`src/sv/ecgpd_pkg.sv`:
```
// ---------------------------------------------------------------------------
// ecgpd_pkg: shared types and constants for the ECG peak detector
// Payload structs, register indexes, reset values and back end states.
// ---------------------------------------------------------------------------
`default_nettype none
package ecgpd_pkg;

	localparam int MAX_WINDOW_DEF = 512;

	localparam int CFG_IDX_W  = 3;
	localparam int CFG_DATA_W = 32;
	localparam int WIN_W      = 10;

	localparam logic signed [15:0] PEAK_THRESHOLD_RST = 16'sd492;
	localparam logic [WIN_W-1:0]   WINDOW_LENGTH_RST  = 10'd500;
	localparam logic [15:0]        AMP_LIMIT_RST      = 16'd27;
	localparam logic [31:0]        TACHY_LIMIT_RST    = 32'd600;
	localparam logic [31:0]        BRADY_LIMIT_RST    = 32'd1000;

	typedef enum logic [CFG_IDX_W-1:0] {
		CFG_PEAK_THRESHOLD = 3'd0,
		CFG_WINDOW_LENGTH  = 3'd1,
		CFG_AMP_LIMIT      = 3'd2,
		CFG_TACHY_LIMIT    = 3'd3,
		CFG_BRADY_LIMIT    = 3'd4
	} cfg_idx_t;

	typedef enum logic [1:0] {
		RHY_NORMAL = 2'd0,
		RHY_BRADY  = 2'd1,
		RHY_TACHY  = 2'd2
	} rhythm_t;

	typedef enum logic [1:0] {
		BK_IDLE,
		BK_HELD,
		BK_NEW
	} bk_state_t;

	typedef struct packed {
		logic signed [15:0] voltage_sample;
		logic [31:0]        sample_time;
	} in_item_t;

	typedef struct packed {
		logic [31:0]        peak_time;
		logic signed [15:0] peak_voltage;
		logic [1:0]         rhythm_class;
		logic               last_of_run;
	} out_item_t;

	typedef struct packed {
		logic signed [15:0] v;
		logic [31:0]        t;
	} peak_t;

endpackage
`default_nettype wire

```
`src/sv/ecgpd_back.sv`:
```
// ---------------------------------------------------------------------------
// ecgpd_back: rhythm classifier and result register
// Compares each peak with the previous one and emits classified results.
// ---------------------------------------------------------------------------
`default_nettype none
module ecgpd_back import ecgpd_pkg::*; (
	input  wire logic        clk,
	input  wire logic        arst_n,
	input  wire logic        q_empty,
	input  wire peak_t       q_data,
	output logic             q_rd,
	input  wire logic [15:0] amp_limit,
	input  wire logic [31:0] tachy_limit,
	input  wire logic [31:0] brady_limit,
	input  wire logic        pop,
	output logic             empty,
	output out_item_t        result
);

	bk_state_t state_q, state_d;

	logic signed [15:0] prev_v_q, held_v_q, cur_v_q, eh_v_q;
	logic [31:0]        prev_t_q, held_t_q, cur_t_q, eh_t_q, iv_held_q, iv_new_q;
	logic               held_ok_q, big_q, out_vld_q;
	out_item_t          out_q;

	logic               slot_free, push_held, push_new, big;
	logic signed [16:0] dv;
	logic [16:0]        amp;

	function automatic logic [1:0] classify(input logic [31:0] iv,
		input logic [31:0] tl, input logic [31:0] bl);
		priority if (iv <= tl) return RHY_TACHY;
		else if (iv > bl) return RHY_BRADY;
		else return RHY_NORMAL;
	endfunction

	function automatic logic [31:0] tdiff(input logic [31:0] a, input logic [31:0] b);
		return (a >= b) ? a - b : b - a;
	endfunction

	always_comb begin
		dv  = 17'(q_data.v) - 17'(prev_v_q);
		amp = dv[16] ? 17'(-dv) : 17'(dv);
		big = amp > {1'b0, amp_limit};
	end

	assign slot_free = !out_vld_q || pop;

	always_comb begin
		state_d   = state_q;
		q_rd      = 1'b0;
		push_held = 1'b0;
		push_new  = 1'b0;
		unique case (state_q)
			BK_IDLE: begin
				if (!q_empty) begin
					q_rd = 1'b1;
					if (held_ok_q) state_d = BK_HELD;
					else if (!big) state_d = BK_NEW;
				end
			end
			BK_HELD: begin
				if (slot_free) begin
					push_held = 1'b1;
					state_d   = big_q ? BK_IDLE : BK_NEW;
				end
			end
			BK_NEW: begin
				if (slot_free) begin
					push_new = 1'b1;
					state_d  = BK_IDLE;
				end
			end
			default: state_d = BK_IDLE;
		endcase
	end

	always_ff @(posedge clk or negedge arst_n) begin
		if (!arst_n) begin
			state_q   <= BK_IDLE;
			held_ok_q <= 1'b0;
			prev_v_q  <= '0;
			prev_t_q  <= '0;
			out_vld_q <= 1'b0;
		end else begin
			state_q <= state_d;
			if (q_rd) begin
				held_ok_q <= big;
				prev_v_q  <= q_data.v;
				prev_t_q  <= q_data.t;
			end
			if (push_held || push_new) out_vld_q <= 1'b1;
			else if (pop)              out_vld_q <= 1'b0;
		end
	end

	always_ff @(posedge clk) begin
		if (q_rd) begin
			cur_v_q   <= q_data.v;
			cur_t_q   <= q_data.t;
			eh_v_q    <= held_v_q;
			eh_t_q    <= held_t_q;
			big_q     <= big;
			iv_held_q <= tdiff(held_t_q, q_data.t);
			iv_new_q  <= tdiff(q_data.t, prev_t_q);
			if (big) begin
				held_v_q <= q_data.v;
				held_t_q <= q_data.t;
			end
		end
		if (push_held) begin
			out_q.peak_time    <= eh_t_q;
			out_q.peak_voltage <= eh_v_q;
			out_q.rhythm_class <= classify(iv_held_q, tachy_limit, brady_limit);
			out_q.last_of_run  <= big_q;
		end else if (push_new) begin
			out_q.peak_time    <= cur_t_q;
			out_q.peak_voltage <= cur_v_q;
			out_q.rhythm_class <= classify(iv_new_q, tachy_limit, brady_limit);
			out_q.last_of_run  <= 1'b1;
		end
	end

	assign empty  = !out_vld_q;
	assign result = out_q;

endmodule
`default_nettype wire

```
`config.mk`:
```
export PLATFORM = sky130hd
export DESIGN_NAME = ecgpd_back
export DESIGN_NICKNAME = d
export VERILOG_FILES = /design/src/sv/ecgpd_pkg.sv /design/src/sv/ecgpd_back.sv
export SDC_FILE = /design/constraint.sdc
export NUM_CORES = 1
export LEC_CHECK = 0
export ABC_AREA = 1
export BUFFER_PORTS_ARGS = -buffer_cell sky130_fd_sc_hd__buf_4
export CORE_MARGIN = 2
export CORE_UTILIZATION = 50
export CTS_CLUSTER_SIZE = 28
export DETAILED_ROUTE_END_ITERATION = 6
export PLACE_DENSITY = 0.74
export SYNTH_ARGS = -nofsm -noshare
export SYNTH_HDL_FRONTEND = slang
export SYNTH_SLANG_ARGS = --single-unit
```
`constraint.sdc`:
```
create_clock -name clk -period 21 [get_ports clk]
set_input_delay 4.2 -clock clk [delete_from_list [all_inputs] [get_ports clk]]
set_output_delay 4.2 -clock clk [all_outputs]
set_load 0.1 [all_outputs]
```
==> qor.yml <==
run_status: "complete, no violations"
start_util_pct: 50.3
hold_buffers: 0
yosysUniqueCellTypes: 58
worstSetupEndpointType: "primary output"
overflow: 0
r2r_start: "prev_v_q[0]"
r2r_setup_slack_ns: 16.18
die_width_um: 220
hold_end: "eh_v_q[8]"
min_from: "held_v_q[8]"
globalRouteTotalUtil_pct: 28.9
place_area_um2: 25100
power_density_nw_per_um2: 168
peakVddDrop_mv: 0.183
core_um2: 46300
fin_skew_ns: 0.0140
critPathMaxFanout: 2
firstDrtPassIters: 6
routedWlPerCell_um: 19.4
rsz0062_at_grt: "no"
ys_seq_elements: 312
fin_crit_ns: 9.01
min_path_type: "register to register"
synth_cells: 2821
synth_largest_area_cell: "edfxtp_1"
holdPathStages: 0
grt_max_degree: 85
finalSetupTns_ns: 0
post_cts_resized: 0
relSlewSlack_pct: 24.1
dp_hpwl_um: 56600
fin_nets: 3391
drive_gt1_share_pct: 10.9
wl_um: 70000
avgSynthCellArea_um2: 8.26
numPortBuffers: 184
synthArstFlopShare_pct: 16.7
clkTransAtPathRegs_ns: 0.06
yosysWarnings: 0
tightest_slew_ns: 1.14
cts_sinks: 312
multi_input_area_um2: 12300
synth_top_area_share_pct: 33.5
seq_area_frac_synth_pct: 39.1
clock_latency_ns: 0.55
syn-cell-area_um2: 23300
ys.flop_type: "edfxtp_1"
ant_nets: 0
ctsRootBufferMaster: "clkbuf_16"
syn_to_final_growth_pct: 12.5
synth_area_leaders: "edfxtp_1 34%, ha_1 15%, nand2_1 12%, inv_1 5.9%, dfrtp_1 5.6%"
seq_area_um2: 9110
cts_made_buffers: 35
setup_violations: 0
gp_congestion: 0.986
r2r_cells: 32
drcViolationCount: 0
fmax_ghz: 0.111
max_cap_viol_count: 0
layout_common_cells: "728 x nand2_1, 367 x inv_1, 287 x ha_1"
maxSlewViolCount: 0
r2r_end: "held_t_q[9]"
vias_per_cell: 5.43
rows: 79
syn-num-nets: 3245
drtIter0Drc: 1450
antenna_found_initial: 3
vias: 19600
hold_viol_final: 0
worstSetupStartpointType: "input port"
min_period_over_period_pct: 42.9
synth_edf_count: 260
final_area_um2: 26200
first_global_vias: 19300
htree_levels: 2
cts_tree: "built"
cp_data_required_time_ns: 16.80
die_area_um2: 48300
final_common_cell: "nand2_1"
fp.dieH_um: 220
crit_arrival_ns: 4.81
fillers: 4284
post_cts_buffers: 0
path_class: "input port to primary output"
grt_pass1_wl_um: 105000
p_leak_nw: 12.3
clockBufferDepth: 3
ioPinCount: 185
## cell usage after synthesis (all sizes together), types with 21 or more instances
cell,n
xor2,95
clkbuf,29
edfxtp,260
nand3,55
a21o,21
a21oi,259
dfrtp,52
o21ai,206
buf,55
inv,391
nor2,181
xnor2,33
nand2,742
ha,287
## worst max path at each step
stage                 start  endpoint  slack, ns  cells after the start
floorplan           q_empty      q_rd       6.74                      3
finish              q_empty      q_rd      11.99                      3
CTS                 q_empty      q_rd      11.97                      3
global route        q_empty      q_rd      11.98                      3
global placement    q_empty      q_rd      11.97                      3
detailed placement  q_empty      q_rd      11.97                      3
## final cells by class
cell class              instances  area share [%]
multi-input cells            2034            47.0
flip-flops and latches        312            34.8
inverters                     391            5.61
repair buffers                193            5.53
clock buffers                  43            3.57
well taps                     607            2.90
clock inverters                21           0.626
diodes                          1         0.00955
## metrics by stage
step	cells	util, %	hold slack [ns]	setup slack, ns	power (mW)
after floorplan	2821	-	0.400	6.74	3.05
after global routing	3601	56.6	0.425	11.98	4.72
final	3602	56.6	0.417	11.99	4.39
after detailed placement	3537	54.2	0.406	11.97	3.78
after global placement	3537	54.2	0.403	11.97	3.73
after CTS	3601	56.6	0.419	11.97	4.38
## worst max-delay path, cell delays in order
cell	delay [ns]
buf_4	0.12
nor2_4	0.16
buf_4	0.32
## logic make-up (layout without fill, tap and decap cells)
group	after synthesis	count (layout)	synth area share, %
AO/OA/AOI/OAI	577	577	14.0
XOR/XNOR	128	128	4.81
adder cells (fa/ha/maj)	292	292	15.8
buffers and inverters	475	648	8.16
flip-flops	312	312	39.1
multiplexers	1	1	0.0430
other	0	1	0
AND/OR/NAND/NOR	1036	1036	18.0
## flip-flops by register name (all words and copies together), names as in the netlist
register	cells
big_q	1
cur_t_q	32
cur_v_q	16
eh_t_q	32
eh_v_q	16
held_ok_q	1
held_t_q	32
held_v_q	16
iv_held_q	32
iv_new_q	32
out_vld_q	1
prev_t_q	32
prev_v_q	16
result	51
state_q	2
## power breakdown
part | leakage [nW] | switching (mW) | internal, mW
logic | 8.73 | 1.84 | 0.803
registers | 3.08 | 0.129 | 1.03
clock network | 0.526 | 0.254 | 0.334
## per-layer routing
metal | wire, um | part of all wire, % | up-vias | global-route usage (%)
met5 | 0 | 0 | - | 0
met4 | 2650 | 3.8 | 0 | 10.7
met3 | 3570 | 5.1 | 137 | 3.63
met2 | 34300 | 49 | 585 | 51.2
met1 | 29400 | 42 | 9197 | 36.1
li1 | - | - | 9647 | -
No activity file was read; power rests on OpenSTA's default activity.
