**src/sv/ecgpd_pkg.sv**
```systemverilog
// ---------------------------------------------------------------------------
// ecgpd_pkg: shared types and constants for the ECG peak detector
// Payload structs, register indexes, reset values and back end states.
// ---------------------------------------------------------------------------
`default_nettype none
package ecgpd_pkg;

	localparam int MAX_WINDOW_DEF = 512;

	localparam int CFG_IDX_W  = 3;
	localparam int CFG_DATA_W = 32;
	localparam int WIN_W      = 10;

	localparam logic signed [15:0] PEAK_THRESHOLD_RST = 16'sd492;
	localparam logic [WIN_W-1:0]   WINDOW_LENGTH_RST  = 10'd500;
	localparam logic [15:0]        AMP_LIMIT_RST      = 16'd27;
	localparam logic [31:0]        TACHY_LIMIT_RST    = 32'd600;
	localparam logic [31:0]        BRADY_LIMIT_RST    = 32'd1000;

	typedef enum logic [CFG_IDX_W-1:0] {
		CFG_PEAK_THRESHOLD = 3'd0,
		CFG_WINDOW_LENGTH  = 3'd1,
		CFG_AMP_LIMIT      = 3'd2,
		CFG_TACHY_LIMIT    = 3'd3,
		CFG_BRADY_LIMIT    = 3'd4
	} cfg_idx_t;

	typedef enum logic [1:0] {
		RHY_NORMAL = 2'd0,
		RHY_BRADY  = 2'd1,
		RHY_TACHY  = 2'd2
	} rhythm_t;

	typedef enum logic [1:0] {
		BK_IDLE,
		BK_HELD,
		BK_NEW
	} bk_state_t;

	typedef struct packed {
		logic signed [15:0] voltage_sample;
		logic [31:0]        sample_time;
	} in_item_t;

	typedef struct packed {
		logic [31:0]        peak_time;
		logic signed [15:0] peak_voltage;
		logic [1:0]         rhythm_class;
		logic               last_of_run;
	} out_item_t;

	typedef struct packed {
		logic signed [15:0] v;
		logic [31:0]        t;
	} peak_t;

endpackage
`default_nettype wire

```
**src/sv/ecgpd_peak_q.sv**
```systemverilog
// ---------------------------------------------------------------------------
// ecgpd_peak_q: two-entry queue of confirmed peaks
// Decouples the detector from the classifier.
// ---------------------------------------------------------------------------
`default_nettype none
module ecgpd_peak_q import ecgpd_pkg::*; (
	input  wire logic  clk,
	input  wire logic  arst_n,
	input  wire logic  wr,
	input  wire peak_t wr_data,
	output logic       full,
	input  wire logic  rd,
	output peak_t      rd_data,
	output logic       empty
);

	peak_t       mem_q [2];
	logic        wr_ptr_q, rd_ptr_q;
	logic [1:0]  count_q;

	assign full    = (count_q == 2'd2);
	assign empty   = (count_q == 2'd0);
	assign rd_data = mem_q[rd_ptr_q];

	always_ff @(posedge clk or negedge arst_n) begin
		if (!arst_n) begin
			wr_ptr_q <= 1'b0;
			rd_ptr_q <= 1'b0;
			count_q  <= 2'd0;
		end else begin
			if (wr) wr_ptr_q <= !wr_ptr_q;
			if (rd) rd_ptr_q <= !rd_ptr_q;
			count_q <= count_q + 2'(wr) - 2'(rd);
		end
	end

	always_ff @(posedge clk) begin
		if (wr) mem_q[wr_ptr_q] <= wr_data;
	end

endmodule
`default_nettype wire

```
**config.mk**
```make
export PLATFORM = sky130hd
export DESIGN_NAME = ecgpd_peak_q
export DESIGN_NICKNAME = d
export VERILOG_FILES = /design/src/sv/ecgpd_pkg.sv /design/src/sv/ecgpd_peak_q.sv
export SDC_FILE = /design/constraint.sdc
export NUM_CORES = 1
export LEC_CHECK = 0
export ABC_AREA = 0
export BUFFER_PORTS_ARGS = -buffer_cell sky130_fd_sc_hd__buf_4
export CORE_MARGIN = 3
export CORE_UTILIZATION = 45
export DETAILED_ROUTE_END_ITERATION = 7
export PLACE_DENSITY = 0.71
export RECOVER_POWER = 25
export SETUP_SLACK_MARGIN = 0.4
export SYNTH_ARGS = -nofsm -noshare
export SYNTH_HDL_FRONTEND = slang
export SYNTH_SLANG_ARGS = --single-unit
```
**constraint.sdc**
```tcl
create_clock -name clk -period 6.8 [get_ports clk]
set_input_delay 0.34 -clock clk [delete_from_list [all_inputs] [get_ports clk]]
set_output_delay 0.34 -clock clk [all_outputs]
set_load 0.1 [all_outputs]
```
==> results by group, run 1 <==
Timing
  – Endpoints failing hold: 0
  – # setup viols final: 0
  – Final max-slew violation count: 0
  – Clk_skew: between 0.01 and 0.015 ns
  – RSZ-0062 raised after global routing: false
  – Fin crit share: between 30% and 40%
  – Max transition margin: 22.5%
  – Setup TNS: 0 ns
  – Slew of the pin with the lowest slew margin: ~1.2 ns
  – Period minus WS final: between 2 and 2.5 ns
  – Max Fclk: about 410 MHz

Placement
  – I/O Buffers: between 100 and 150
  – Placer congestion estimate: 0.700
  – DP HPWL: around 4.2 mm

CTS
  – Clock slew at reported path FFs: 0.10 ns
  – Clock latency on the worst-skew pair: 0.35 ns
  – CTS H-tree lvls: 3
  – CTS tree: done
  – CTS Buffer Depth: 2
  – # resized after CTS: 0
  – Clk sinks: 100
  – Total CTS buffers: 9
  – Root Buffer: clkbuf_8

Layout
  – Area of the multi-input gates: ~680 sq um
  – N_diodes: 0
  – # fillers: 602
  – Layout Area Growth over Synthesis: 28.5%
  – Layout cells sized above 1: between 50 and 60%
  – Register Area: ~3000 sq um
  – Layout net count: 328

Route
  – Via Count: 1841
  – Vias per cell: a little under 5
  – WL/cell: between 15 and 20 microns
  – Final ANT Viol Nets: 0
  – Post-route DRC: 0
  – DR pass1 iterations: 4
  – WL final: around 6.3 mm
  – Iter 0 DRT Violations: 54

Yosys
  – Syn Area/Cell: between 20 and 25 sq um
  – Cell Area, Synth: 3710 sq um
  – YS warnings: 0
  – Syn nets: about 220
  – Share of the yosys chip area belonging to registers: approximately four fifths
  – Post-synthesis cell type count: 14
  – Synthesized instance count: roughly 160
  – #FFs+latches synth: 100

Global route
  – Antenna violations before repair: 0
  – GR Layer Usage met1: ~17%
  – Vias in the first global route: between 1500 and 2000
  – M2 GR Usage: between 20% and 30%
  – Global-route wire length before repair: 9.85 mm
  – Largest net degree at the start of global routing: between 40 and 50
  – Met3 usage: ~4.5%
  – Grt total ovfl: 0
  – Gr usage total: 13.5%
  – Gr busiest metal: met2

Status
  – Status: finished clean

Setup path
  – Worst path slowest cell: buf_4
  – FF-to-FF setup slack: 4.99 ns
  – R2R cell count: 2
  – CP endpoint kind: output pin
  – FF-to-FF End: mem_q[0][6]$_DFFE_PP_
  – Peak fanout along the critical path: between 40 and 50
  – Arrival time at the worst endpoint: around 2.1 ns
  – Crit path launch type: flip-flop
  – Worst flop-to-flop path startpoint: wr_ptr_q$_DFFE_PN0P_
  – Cells along the critical path: buf_4 > mux2_2 > buf_4
  – Crit path required time: roughly 6.5 ns
  – Setup CP Type: flip-flop to output pin
  – Most frequent CP cell: buf_4
  – Peak per-stage delay on the critical path: approximately 0.53 ns

Floorplan
  – Initial Util: between 40% and 50%
  – Chip width: around 97 microns
  – IO Count: 102
  – DIE AREA: 9360 sq um
  – Die H: 96.8 microns
  – Core area: 7850 sq um
  – Site row count: 32

Min path
  – Hold Path Depth: 2
  – Worst hold start: rd
  – Hold WC Path Type: primary input to flip-flop
  – Worst Hold End: rd_ptr_q$_DFFE_PN0P_

Run
  – Number of max-cap violations: 0
==> cell usage after synthesis, drive strengths merged <==
master,number,area [sq um]
ha,2,25.0
xor3,1,23.8
nor2b,2,12.5
and2,1,6.26
dfrtp,4,100
mux2,48,578
inv,2,7.51
xor2,2,17.5
nor2,1,3.75
buf,5,48.8
edfxtp,96,2880
==> what timing repair did <==
item                       CTS  global route
setup endpoints to repair    0             0
hold endpoints to repair     4             0
hold buffers                 1             0
setup buffers                0             0
==> metrics by stage <==
| stage | instance area [sq um] | cells | worst slack, ns | hold WS, ns | util (%) |
|---|---|---|---|---|---|
| 6_report | 4760 | 381 | 4.38 | 0.164 | 60.7 |
| 5_1_grt | 4760 | 381 | 4.28 | 0.141 | 60.7 |
| 4_1_cts | 4780 | 381 | 4.35 | 0.144 | 60.9 |
| 3_5_place_dp | 4570 | 364 | 4.75 | 0.143 | 58.2 |
| 3_3_place_gp | 4570 | 364 | 4.76 | 0.141 | 58.2 |
| 2_1_floorplan | 3710 | 164 | 3.80 | 0.0444 | - |
==> per-layer routing <==
| metal | wire (microns) | up-vias |
|---|---|---|
| met3 | 495 | 7 |
| met2 | 2980 | 76 |
| met1 | 2730 | 894 |
| li1 | - | 864 |
| met5 | 0 | - |
| met4 | 56 | 0 |
==> logic make-up after synthesis <==
group | synth area share [%]
xor+xnor | 1.11
mux | 15.6
simple gates | 0.608
fa+ha+maj | 0.675
buf+inv | 1.52
flops | 80.5
==> cell type report <==
type / count / share of cell area [%]
Clock buffer: 9 / 2.60
Clock inverter: 7 / 1.55
Inverter: 2 / 0.158
Multi-Input combinational cell: 57 / 14.2
Sequential cell: 100 / 62.7
Tap cell: 102 / 2.68
Timing Repair Buffer: 104 / 16.1
==> critical path, delay by kind of cell, from the launching register on <==
kind,cells,cell delay [ns]
buf+inv,2,0.77
flops,1,0.50
mux,1,0.42
==> worst max-delay path by stage <==
stage                         startpoint  slack, ns                     to
finish              rd_ptr_q$_DFFE_PN0P_       4.38             rd_data[0]
floorplan           wr_ptr_q$_DFFE_PN0P_       3.80  mem_q[0][0]$_DFFE_PP_
CTS                 rd_ptr_q$_DFFE_PN0P_       4.35             rd_data[0]
global placement    rd_ptr_q$_DFFE_PN0P_       4.76             rd_data[0]
detailed placement  rd_ptr_q$_DFFE_PN0P_       4.75             rd_data[0]
global route        rd_ptr_q$_DFFE_PN0P_       4.28             rd_data[0]
==> placed cells by master, fill, tap and decap left out, drive strengths merged <==
cell type	instances
and2	1
buf	69
bufinv	1
clkbuf	43
clkinv	2
clkinvlp	1
dfrtp	4
dlygate4sd3	1
edfxtp	96
ha	2
inv	5
mux2	48
nor2	1
nor2b	2
xor2	2
xor3	1
==> sequential cells by signal (all words and copies together), names as in the netlist <==
register,flops
mem_q,96
rd_ptr_q,1
count_q,2
wr_ptr_q,1
Power of run 1 is left out: the tool's default activity adds up to more than one toggle a clock period on the data nets, which glitch-free logic cannot reach.
==> run 2: changes to the inputs <==
--- a/config.mk
+++ b/config.mk
@@ -5,12 +5,12 @@
 export SDC_FILE = /design/constraint.sdc
 export NUM_CORES = 1
 export LEC_CHECK = 0
-export ABC_AREA = 0
+export ABC_AREA = 1
 export BUFFER_PORTS_ARGS = -buffer_cell sky130_fd_sc_hd__buf_4
 export CORE_MARGIN = 3
 export CORE_UTILIZATION = 45
 export DETAILED_ROUTE_END_ITERATION = 7
-export PLACE_DENSITY = 0.71
+export PLACE_DENSITY = 0.73
 export RECOVER_POWER = 25
 export SETUP_SLACK_MARGIN = 0.4
 export SYNTH_ARGS = -nofsm -noshare
==> constraint.sdc (replaced) <==
create_clock -name clk -period 2.1 [get_ports clk]
set_input_delay 0.105 -clock clk [delete_from_list [all_inputs] [get_ports clk]]
set_output_delay 0.105 -clock clk [all_outputs]
set_load 0.1 [all_outputs]
==> results by group, run 2 <==
Status
  – Status: finished clean (unchanged)

Route
  – Vias per cell: 4.67 (was 4.83)
  – WL final: 8.33 mm (was 6.26 mm)
  – Iter 0 DRT Violations: 59 (was 54)
  – WL/cell: 15.1 microns (was 16.4 microns)
  – Final ANT Viol Nets: 0 (unchanged)
  – DR pass1 iterations: 4 (unchanged)
  – Via Count: 2575 (was 1841)
  – Post-route DRC: 0 (unchanged)

Setup path
  – Most frequent CP cell: buf_12 (was buf_4)
  – Worst path slowest cell: dfrtp_4 (was buf_4)
  – Peak per-stage delay on the critical path: 0.52 ns (was 0.53 ns)
  – Crit path required time: 2.00 ns (was 6.46 ns)
  – Crit path launch type: flip-flop (unchanged)
  – Peak fanout along the critical path: 27 (was 41)
  – Arrival time at the worst endpoint: 1.64 ns (was 2.08 ns)
  – CP endpoint kind: output pin (unchanged)
  – Setup CP Type: flip-flop to output pin (unchanged)
  – Cells along the critical path: buf_12 > buf_12 > o21ai_2 > buf_12 (was buf_4 > mux2_2 > buf_4)

CTS
  – Root Buffer: clkbuf_8 (unchanged)
  – Clock slew at reported path FFs: 0.09 ns (was 0.10 ns)
  – Clock latency on the worst-skew pair: 0.35 ns (about the same)
  – Clk sinks: 100 (unchanged)
  – Total CTS buffers: 9 (unchanged)
  – CTS Buffer Depth: 2 (unchanged)
  – CTS H-tree lvls: 3 (unchanged)
  – CTS tree: done (unchanged)

Timing
  – Final max-slew violation count: 0 (unchanged)
  – # setup viols final: 0 (unchanged)
  – Max transition margin: 73.7% (was 22.5%)
  – Slew of the pin with the lowest slew margin: 0.394 ns (was 1.16 ns)
  – Clk_skew: 0.00687 ns (was 0.0123 ns)
  – Worst setup margin: 0.359 ns (was 4.38 ns)
  – RSZ-0062 raised after global routing: true (was false)
  – Max Fclk: around 570 MHz
  – Period minus WS final: 1.74 ns
  – Fin crit share: about 83%
  – Endpoints failing hold: 0 (unchanged)

Placement
  – Placer congestion estimate: 0.671 (was 0.700)
  – Dpl ws: 0.524 ns (was 4.75 ns)
  – I/O Buffers: 101 (unchanged)
  – DP HPWL: 4.58 mm (was 4.17 mm)

Yosys
  – Synthesized instance count: 276 (was 164)
  – Commonest cells post-synth: 96 x edfxtp_1, 55 x inv_1, 30 x nand2_2, 30 x o21ai_2, 24 x nand2_1 (was 96 x edfxtp_1, 38 x mux2_2, 10 x mux2_4)
  – Synth area leaders: edfxtp_1 72%, o21ai_2 6.6%, inv_1 5.1%, nand2_2 4.7%, dfrtp_1 2.5% (was edfxtp_1 78%, mux2_2 12%, mux2_4 4.1%, dfrtp_1 2.7%, ha_1 0.68%)
  – #FFs+latches synth: 100 (unchanged)
  – Share of the yosys chip area belonging to registers: 74.4% (was 80.5%)
  – Synth area leader: edfxtp_1 (unchanged)
  – Top FF cell, synth: edfxtp_1 (unchanged)
  – Post-synth ARST share: 4.00% (unchanged)
  – Count leader, synth: edfxtp_1 (unchanged)
  – YS warnings: 0 (unchanged)
  – EDFF count, synth: 96 (unchanged)
  – Post-synthesis cell type count: 17 (was 14)
  – Cell Area, Synth: 4010 sq um (was 3710 sq um)
  – Syn Area/Cell: 14.5 sq um (was 22.6 sq um)
  – Yosys top cell area share: 71.9% (was 77.8%)
  – Syn nets: 330 (was 218)

Layout
  – Most frequent cells in the layout: 96 x edfxtp_1, 54 x inv_1, 51 x dlygate4sd3_1 (was 96 x edfxtp_1, 69 x buf_4, 38 x mux2_2)
  – Layout cells sized above 1: 45.5% (was 59.5%)
  – N_diodes: 0 (unchanged)
  – Reg with most FFs: mem_q (unchanged)
  – Biggest regs: mem_q: 96 flops, count_q: 2 flops (unchanged)
  – Layout Area Growth over Synthesis: 58.0% (was 28.5%)
  – # fillers: 506 (was 602)
  – Layout net count: 495 (was 328)
  – Largest register FFs: 96 (unchanged)
  – Most common cell after layout, fill and taps aside: edfxtp_1 (unchanged)

Global route
  – Antenna violations before repair: 0 (unchanged)
  – Gr usage total: 15.9% (was 13.5%)
  – Grt total ovfl: 0 (unchanged)
  – Largest net degree at the start of global routing: 30 (was 49)
  – Vias in the first global route: 2614 (was 1918)
  – Global-route wire length before repair: 12.2 mm (was 9.85 mm)

Min path
  – Hold WC Path Type: primary input to async pin (was primary input to flip-flop)

Floorplan
  – Initial Util: 47.6% (was 47.2%)
  – Chip width: 100 microns (was 96.8 microns)
  – Site row count: 33 (was 32)
  – DIE AREA: 10100 sq um (was 9360 sq um)
  – Die H: 100 microns (was 96.8 microns)
  – Core area: 8420 sq um (was 7850 sq um)
  – IO Count: 102 (unchanged)

Run
  – Number of max-cap violations: 0 (unchanged)
## run 2: worst max-delay path, delay by kind of cell (launching register included)
family                 cells  cell delay, ns
AOI/OAI and AO/OA          1            0.23
buffers and inverters      3            0.51
DFF                        1            0.52
## run 2: repair_timing
item | in CTS | in global routing
gates resized for setup | 55 | 95
hold endpoints to repair | 103 | 0
hold buffers | 51 | 0
setup buffers | 3 | 2
setup endpoints to repair | 48 | 48
pin swaps | 0 | 7
## run 2: path summary, 6_finish.rpt
kind,endpoint,startpoint,cells after the start,slack [ns]
max reg2reg,mem_q[1][18]$_DFFE_PP_,wr_ptr_q$_DFFE_PN0P_,3,0.75
min in group clk,rd_ptr_q$_DFFE_PN0P_,rd,3,0.48
min reg2reg,wr_ptr_q$_DFFE_PN0P_,wr_ptr_q$_DFFE_PN0P_,1,0.55
max in group asynchronous,rd_ptr_q$_DFFE_PN0P_,arst_n,2,1.76
min,wr_ptr_q$_DFFE_PN0P_,arst_n,2,0.12
max,rd_data[9],rd_ptr_q$_DFFE_PN0P_,4,0.36
## run 2: layout make-up
cell class / count / area (sq um) / share of cell area [%]
Timing Repair Buffer: 165 / 1900 / 30.0
Inverter: 55 / 210 / 3.32
Multi-Input combinational cell: 110 / 912 / 14.4
Clock inverter: 7 / 73.8 / 1.16
Clock buffer: 9 / 124 / 1.95
Sequential cell: 100 / 2990 / 47.1
Tap cell: 105 / 131 / 2.07
## run 2: cell families (layout without fill, tap and decap cells)
| family | Yosys count | in the layout | share of synthesized area, % |
|---|---|---|---|
| DFF | 100 | 100 | 74.4 |
| buffers and inverters | 66 | 236 | 8.42 |
| and+or+nand+nor | 58 | 58 | 7.33 |
| AOI/OAI and AO/OA | 48 | 48 | 8.80 |
| adders and majority gates | 2 | 2 | 0.624 |
| xor gates and xnor gates | 2 | 2 | 0.437 |
## run 2: per-layer routing
metal | vias to the layer above | global-route usage [%] | share of wire, %
met5 | - | 0 | 0
met4 | 0 | 5.08 | 1.3
met3 | 8 | 4.31 | 4.7
met2 | 69 | 29.2 | 58
met1 | 1233 | 17.7 | 36
li1 | 1265 | - | -
## run 2: per-stage QoR
stage | std cells | instance area, sq um | utilization (%) | setup TNS, ns | hold slack (ns)
global route | 551 | 6340 | 75.2 | 0 | 0.147
floorplan | 276 | 4060 | - | -0.117 | -0.191
CTS | 549 | 5860 | 69.6 | 0 | 0.0525
global placement | 479 | 4900 | 58.2 | 0 | -0.0972
finish | 551 | 6340 | 75.2 | 0 | 0.118
detailed placement | 479 | 4900 | 58.2 | 0 | -0.0941
Power of run 2 is left out for the same reason.
==> run 3: changes to the inputs <==
--- a/config.mk
+++ b/config.mk
@@ -5,12 +5,12 @@
 export SDC_FILE = /design/constraint.sdc
 export NUM_CORES = 1
 export LEC_CHECK = 0
-export ABC_AREA = 1
+export ABC_AREA = 0
 export BUFFER_PORTS_ARGS = -buffer_cell sky130_fd_sc_hd__buf_4
 export CORE_MARGIN = 3
 export CORE_UTILIZATION = 45
 export DETAILED_ROUTE_END_ITERATION = 7
-export PLACE_DENSITY = 0.73
+export PLACE_DENSITY = 0.74
 export RECOVER_POWER = 25
 export SETUP_SLACK_MARGIN = 0.4
 export SYNTH_ARGS = -nofsm -noshare
==> constraint.sdc (replaced) <==
create_clock -name clk -period 1.5 [get_ports clk]
set_input_delay 0.075 -clock clk [delete_from_list [all_inputs] [get_ports clk]]
set_output_delay 0.075 -clock clk [all_outputs]
set_load 0.1 [all_outputs]
==> results by group, run 3 (synthesis results as in run 1) <==
Status
  – Status: finished with violations (was finished clean)
  – Failing checks: setup timing

Setup path
  – Setup CP Type: flip-flop to output pin (unchanged)
  – Arrival time at the worst endpoint: 1.58 ns (was 1.64 ns)
  – Crit path launch type: flip-flop (unchanged)
  – CP endpoint kind: output pin (unchanged)
  – Peak fanout along the critical path: 29 (was 27)
  – Crit path required time: 1.42 ns (was 2.00 ns)
  – FF-to-FF setup slack: 0.26 ns (was 0.75 ns)

CTS
  – CTS H-tree lvls: 3 (unchanged)
  – Clock latency on the worst-skew pair: 0.35 ns (about the same)
  – Root Buffer: clkbuf_8 (unchanged)
  – CTS tree: done (unchanged)
  – CTS Buffer Depth: 2 (unchanged)
  – Total CTS buffers: 9 (unchanged)
  – Clk sinks: 100 (unchanged)
  – Clock slew at reported path FFs: 0.08 ns (was 0.09 ns)

Timing
  – RSZ-0062 raised after global routing: true (unchanged)
  – Fin crit share: 111%
  – Slew of the pin with the lowest slew margin: 0.264 ns (was 0.394 ns)
  – Max transition margin: 82.4% (was 73.7%)
  – Max Fclk: about 600 MHz
  – Period minus WS final: roughly 1.7 ns
  – Final max-slew violation count: 0 (unchanged)
  – Endpoints failing hold: 0 (unchanged)
  – # setup viols final: 48 (was 0)
  – Clk_skew: 0.00985 ns (was 0.00687 ns)
  – Worst setup margin: -0.159 ns (was 0.359 ns)
  – Setup TNS: -6.32 ns (was 0 ns)

Layout
  – Post-Layout Cell Count: 452 (was 551)
  – Register Area: 2990 sq um (about the same)
  – Largest register FFs: 96 (unchanged)
  – # fillers: 412 (was 506)
  – Layout net count: 400 (was 495)
  – N_diodes: 0 (unchanged)
  – Design area: 6310 sq um (was 6340 sq um)
  – Biggest regs: mem_q: 96 flops, count_q: 2 flops (unchanged)
  – Area of the multi-input gates: 860 sq um (was 912 sq um)
  – Reg with most FFs: mem_q (unchanged)
  – Most frequent cells in the layout: 96 x edfxtp_1, 51 x dlygate4sd3_1, 48 x mux2_4 (was 96 x edfxtp_1, 54 x inv_1, 51 x dlygate4sd3_1)
  – Layout cells sized above 1: 54.9% (was 45.5%)
  – Most common cell after layout, fill and taps aside: edfxtp_1 (unchanged)
  – Layout Area Growth over Synthesis: 70.3% (was 58.0%)

Placement
  – I/O Buffers: 101 (unchanged)
  – Cell count after placement: 368 (was 479)
  – Dpl ws: 0.172 ns (was 0.524 ns)
  – Dpl cell area: 4810 sq um (was 4900 sq um)
  – Placer congestion estimate: 0.688 (was 0.671)

Route
  – Iter 0 DRT Violations: 75 (was 59)
  – Via Count: 2163 (was 2575)
  – Vias per cell: 4.79 (was 4.67)
  – WL final: 8.23 mm (was 8.33 mm)
  – WL/cell: 18.2 microns (was 15.1 microns)
  – Final ANT Viol Nets: 0 (unchanged)
  – Post-route DRC: 0 (unchanged)
  – DR pass1 iterations: 4 (unchanged)

Global route
  – Antenna violations before repair: 0 (unchanged)
  – Grt total ovfl: 0 (unchanged)
  – Vias in the first global route: 2323 (was 2614)
  – Largest net degree at the start of global routing: 30 (unchanged)
  – Gr usage total: 16.8% (was 15.9%)
  – Global-route wire length before repair: 12.2 mm (about the same)

Floorplan
  – Initial Util: 47.2% (was 47.6%)
  – IO Count: 102 (unchanged)
  – Die H: 96.8 microns (was 100 microns)
  – Chip width: 96.8 microns (was 100 microns)
  – DIE AREA: 9360 sq um (was 10100 sq um)
  – Site row count: 32 (was 33)
  – Core area: 7850 sq um (was 8420 sq um)

Min path
  – Hold WC Path Type: primary input to async pin (unchanged)

Run
  – Number of max-cap violations: 0 (unchanged)
==> run 3: changes by cell type in the layout (fill, tap and decap cells not counted), sizes merged, moves of 2 or more <==
cell,delta
nor2,-2
clkinv,-3
inv,-55
o21ai,-48
nor2b,+2
nand2,-54
buf,+12
mux2,+48
==> run 3: layout make-up <==
class,instances,area share [%]
clock buffers,11,2.08
flip-flops and latches,100,47.4
clock inverters,4,1.19
well taps,102,2.02
repair buffers,176,33.6
multi-input cells,57,13.6
inverters,2,0.119
==> run 3: metrics by stage <==
stage	utilization [%]	hold WS (ns)
floorplan	-	-0.221
global placement	61.3	-0.120
detailed placement	61.3	-0.120
CTS	77.0	0.0398
global route	80.4	0.112
finish	80.4	0.102
==> run 3: worst paths after layout <==
check,start,end,cells past startpoint
min in group clk,rd,count_q[1]$_DFF_PN0_,3
max in group asynchronous,arst_n,rd_ptr_q$_DFFE_PN0P_,2
worst max-delay path,rd_ptr_q$_DFFE_PN0P_,rd_data[24],3
worst min-delay path,arst_n,wr_ptr_q$_DFFE_PN0P_,2
worst max register to register,wr_ptr_q$_DFFE_PN0P_,mem_q[1][23]$_DFFE_PP_,3
worst min register to register,wr_ptr_q$_DFFE_PN0P_,wr_ptr_q$_DFFE_PN0P_,2
==> run 3: per-layer routing <==
layer  GRT usage (%)  vias up  part of all wire (%)
li1                -     1009                     -
met1            20.1     1066                    39
met2            29.2       78                    55
met3            4.40       10                   5.4
met4            6.37        0                   1.0
met5               0        -                     0
==> run 3: critical path: stages, from the launching register on <==
cell and delay, ns:
dfrtp_4 0.51, buf_12 0.19, mux2_4 0.33, buf_6 0.19
==> run 3: what timing repair did <==
action | in CTS | in global routing
hold buffers | 51 | 0
setup buffers | 3 | 4
pin swaps | 2 | 1
setup endpoints to repair | 140 | 148
hold endpoints to repair | 103 | 0
resized for setup | 108 | 5
cloned | 2 | 9
Power of run 3 is left out for the same reason.
